### config.mk
export PLATFORM = sky130hd
export DESIGN_NAME = sis_cell
export DESIGN_NICKNAME = d
export VERILOG_FILES = /design/src/hdl/sis_pkg.sv /design/src/hdl/sis_cell.sv
export SDC_FILE = /design/constraint.sdc
export NUM_CORES = 1
export LEC_CHECK = 0
export ABC_AREA = 1
export BUFFER_PORTS_ARGS = -buffer_cell sky130_fd_sc_hd__buf_2
export CELL_PAD_IN_SITES_DETAIL_PLACEMENT = 1
export CELL_PAD_IN_SITES_GLOBAL_PLACEMENT = 2
export CORE_ASPECT_RATIO = 0.7
export CORE_MARGIN = 5
export CORE_UTILIZATION = 26
export DETAILED_ROUTE_END_ITERATION = 12
export GPL_TIMING_DRIVEN = 0
export HOLD_SLACK_MARGIN = 0.05
export PLACE_DENSITY = 0.79
export SLEW_MARGIN = 5
export SYNTH_ARGS = -nofsm -noshare
export SYNTH_HDL_FRONTEND = slang
export SYNTH_SLANG_ARGS = --single-unit
### constraint.sdc
create_clock -name clk -period 3.8 [get_ports clk]
set_input_delay 0.19 -clock clk [delete_from_list [all_inputs] [get_ports clk]]
set_output_delay 0.19 -clock clk [all_outputs]
set_load 0.005 [all_outputs]
### src/hdl/sis_pkg.sv
// ----------------------------------------------------------------------------
// sis_pkg
// Shared constants and types for the sorted identifier set: capacity, widths,
// operation and status codes, and the control and status bundles of a cell.
// ----------------------------------------------------------------------------
`default_nettype none

package sis_pkg;

    // number of cells in the chain (2 to 127)
    localparam int CAPACITY = 64;

    // width of the key count, able to hold CAPACITY itself
    localparam int CNT_W = $clog2(CAPACITY + 1);

    localparam int KEY_W   = 64;
    localparam int SCOUNT_W = 7;

    // operation codes
    localparam logic OP_INSERT = 1'b0;
    localparam logic OP_QUERY  = 1'b1;

    // status codes
    localparam logic ST_DONE = 1'b0;
    localparam logic ST_FULL = 1'b1;

    typedef logic [KEY_W-1:0] key_t;
    typedef logic [CNT_W-1:0] cnt_t;

    // control into one cell
    typedef struct packed {
        logic occupied;   // cell index below the key count
        logic shift_en;   // an accepted insert updates the chain this cycle
    } cell_ctl_t;

    // status out of one cell
    typedef struct packed {
        logic less;       // occupied and stored key below the probe key
        logic match;      // occupied and stored key equal to the probe key
    } cell_stat_t;

endpackage

`default_nettype wire

### src/hdl/sis_cell.sv
// ----------------------------------------------------------------------------
// sis_cell
// One position of the sorted chain. Compares its key with the probe key and,
// on an insert, keeps its key, takes the probe key, or takes its lower
// neighbour's key so the larger entries move up by one.
// ----------------------------------------------------------------------------
`default_nettype none

module sis_cell (
    input  wire logic              clk,
    input  wire sis_pkg::cell_ctl_t ctl,
    input  wire sis_pkg::key_t     probe,
    input  wire sis_pkg::key_t     prev_key,
    input  wire logic              prev_less,
    output sis_pkg::key_t          key_q,
    output sis_pkg::cell_stat_t    stat
);

    sis_pkg::key_t key_reg;
    sis_pkg::key_t key_next;

    // compare against the probe key
    always_comb
    begin
        stat.less  = ctl.occupied && (key_reg < probe);
        stat.match = ctl.occupied && (key_reg == probe);
    end

    // select the new content of this position
    always_comb
    begin
        key_next = key_reg;
        if (ctl.shift_en && !stat.less)
        begin
            if (prev_less)
                key_next = probe;
            else
                key_next = prev_key;
        end
    end

    // key storage, no reset needed
    always_ff @(posedge clk)
    begin
        key_reg <= key_next;
    end

    assign key_q = key_reg;

endmodule

`default_nettype wire

==> run summary <==
RSZ-0062 raised after global routing: false
Run status: complete, no violations
CTS tree: built
Flop2flop setup slack: 960 ps
Final hold slack: 158 ps
Gate power share: 18.5%
DIE AREA: 19,500 um^2
Clock network fraction of total power: 44.0%
Clk buf depth: 2
Core area: 16,400 um^2
I/O Pins: 198
Switching part of the total power: 26.0%
Max_cap viols: 0
Final Core Density: 36.5%
GRT met3 Usage: 4.94%
Vias in the first global route: 4,352
CTS Hold Bufs: 0
Hold Vio Cnt, Final: 0
Skew final: 8.25 ps
Synth cell types: 22
Startpoint Class: register
Antenna Cells: 0
Initial antenna violation count: 1
Drt pass-1 iters: 4
Number of flip-flops in the largest register: 64
Sequential Power Share: 37.4%
Root Buffer: clkbuf_16
Sink Count: 64
Pins Over Slew Limit: 0
Clock latency on the worst-skew pair: 340 ps
Tot Pwr: 2.36 mW
Synthesized net count: 706
Slew HR: 42.4%
Clk slew on worst S/H paths: 60 ps
Most frequent cells in the layout: buf_2 (202), inv_1 (89), a21oi_1 (85), nor2_1 (82), nand2_1 (79)
Num CTS Buffers: 9
Worst Setup End Kind: register
Yosys warning count: 0
Max Freq: 0.352 GHz
HPWL after detailed placement: 11,500 um
Pwr Density: 394 nW/um^2
Syn avg cell area: 8.54 um^2
Starting Density: 26.6%
FF-to-FF path depth: 11
Nets: 913
P&R area growth vs syn: 37.3%
HP Class: primary input to register
# rows: 39
Pre-CTS worst setup slack: 860 ps
Fin crit period: 2840 ps
Largest net degree at the start of global routing: 65
Average wire per standard cell: 14.9 um
Placer Congestion: 0.787
Tot GR Track Use: 14.4%
First-pass GRT wire length: 22,400 um
Crit path required time: 3760 ps
Worst-Margin Slew: 864 ps
Post-CTS Setup Inserts: 0
Mapped Cells: 510
PortBufs: 196
Drc violations: 0
Maximum vdd drop: 198 uV
CTS-repair resized insts: 0
Worst Setup Slack, final: 957 ps
Yosys reg bits: 64
Met1 GRT Util: 19.3%
NetSw: 0.612 mW
Worst Path Arrival: 2810 ps
Most Crowded Layer GR: met2
Seq/Total Area, Yosys: 44.1%
Commonest non-fill, non-tap cell in the layout: buf_2
Post-Place Cells: 931
Crit path max fanout: 64
Setup violators final: 0
Fin cells: 947
Share of cells above drive strength 1: 31.7%
Hold depth: 2
Routed wire length: 14,100 um
Synthesized area: 4360 um^2
Initial DRC Count: 150
Vias after detailed routing: 4,073
Setup TNS: 0 ps
H-tree depth: 3
DIE HEIGHT: 118 um
GRT overflow: 0
Final ANT Viol Nets: 0
Internal power: 1.74 mW
GRT met2 Usage: 22.6%
Setup CP Type: register to register
Final non-filler cell area: 5980 um^2
Fin crit share: 74.8%
Die W: 165 um
Area after DPL: 5620 um^2
Vias per cell: 4.30
LEAKAGE: 3.08 nW
## worst max-delay path, stage by stage (launching register included)
cell	delay, ps
edfxtp_1	400
ha_1	320
nand2_1	80
nor2_1	190
nand2_2	90
nor2_4	160
nand2_2	90
nor2_2	170
nand2_1	120
nand4_2	90
nand2_1	90
inv_4	640
## final timing paths
kind | startpoint | to
worst min-delay path | prev_key[0] | key_q[0]
worst max register to register | key_q[55] | key_q[44]
worst min register to register | key_q[8] | key_q[18]
worst max-delay path | key_q[55] | key_q[44]
## power by group through the flow
stage	combinational [mW]	sequential, mW	clock [mW]
final	0.437	0.882	1.04
after global routing	0.509	0.888	1.10
after CTS	0.448	0.883	1.07
after detailed placement	0.444	0.897	0
after global placement	0.433	0.897	0
after floorplan	0.234	0.899	0
## logic make-up (layout without fill, tap and decap cells)
family	after synthesis	after routing	share of synthesized area, %
AOI/OAI and AO/OA	93	93	10.9
adders and majority gates	64	64	18.4
buffers and inverters	104	316	9.13
DFF	64	64	44.1
and+or+nand+nor	184	184	17.2
muxes	1	1	0.258
## cell usage after synthesis
library cell / number / area share, %
a21boi_1: 1 / 0.17
a21o_1: 3 / 0.52
a21oi_1: 85 / 9.8
and3_1: 1 / 0.14
buf_1: 5 / 0.43
buf_2: 6 / 0.69
clkbuf_1: 3 / 0.26
edfxtp_1: 64 / 44
ha_1: 64 / 18
inv_1: 90 / 7.8
mux2_2: 1 / 0.26
nand2_1: 79 / 6.8
nand2_2: 4 / 0.57
nand3_1: 6 / 0.69
nand3b_1: 1 / 0.17
nand4_1: 3 / 0.43
nand4_2: 1 / 0.29
nor2_1: 82 / 7.1
nor2_2: 4 / 0.57
nor2_4: 1 / 0.26
nor3_1: 2 / 0.23
o21ai_0: 4 / 0.46
## metal layers
layer	vias up	wire, um
met5	-	7
met4	2	164
met3	13	974
met2	109	6260
met1	1852	6700
li1	2097	-
## area by class of cell
type / instances / area [um^2]
multi-input combinational: 342 / 2040
clock inverter: 7 / 134
buffer: 14 / 60.1
inverter: 90 / 340
timing repair buffer: 196 / 981
sequential: 64 / 1920
fill: 2050 / 10400
clock buffer: 9 / 225
tap: 225 / 282
Power figures use the tool's default switching activity.
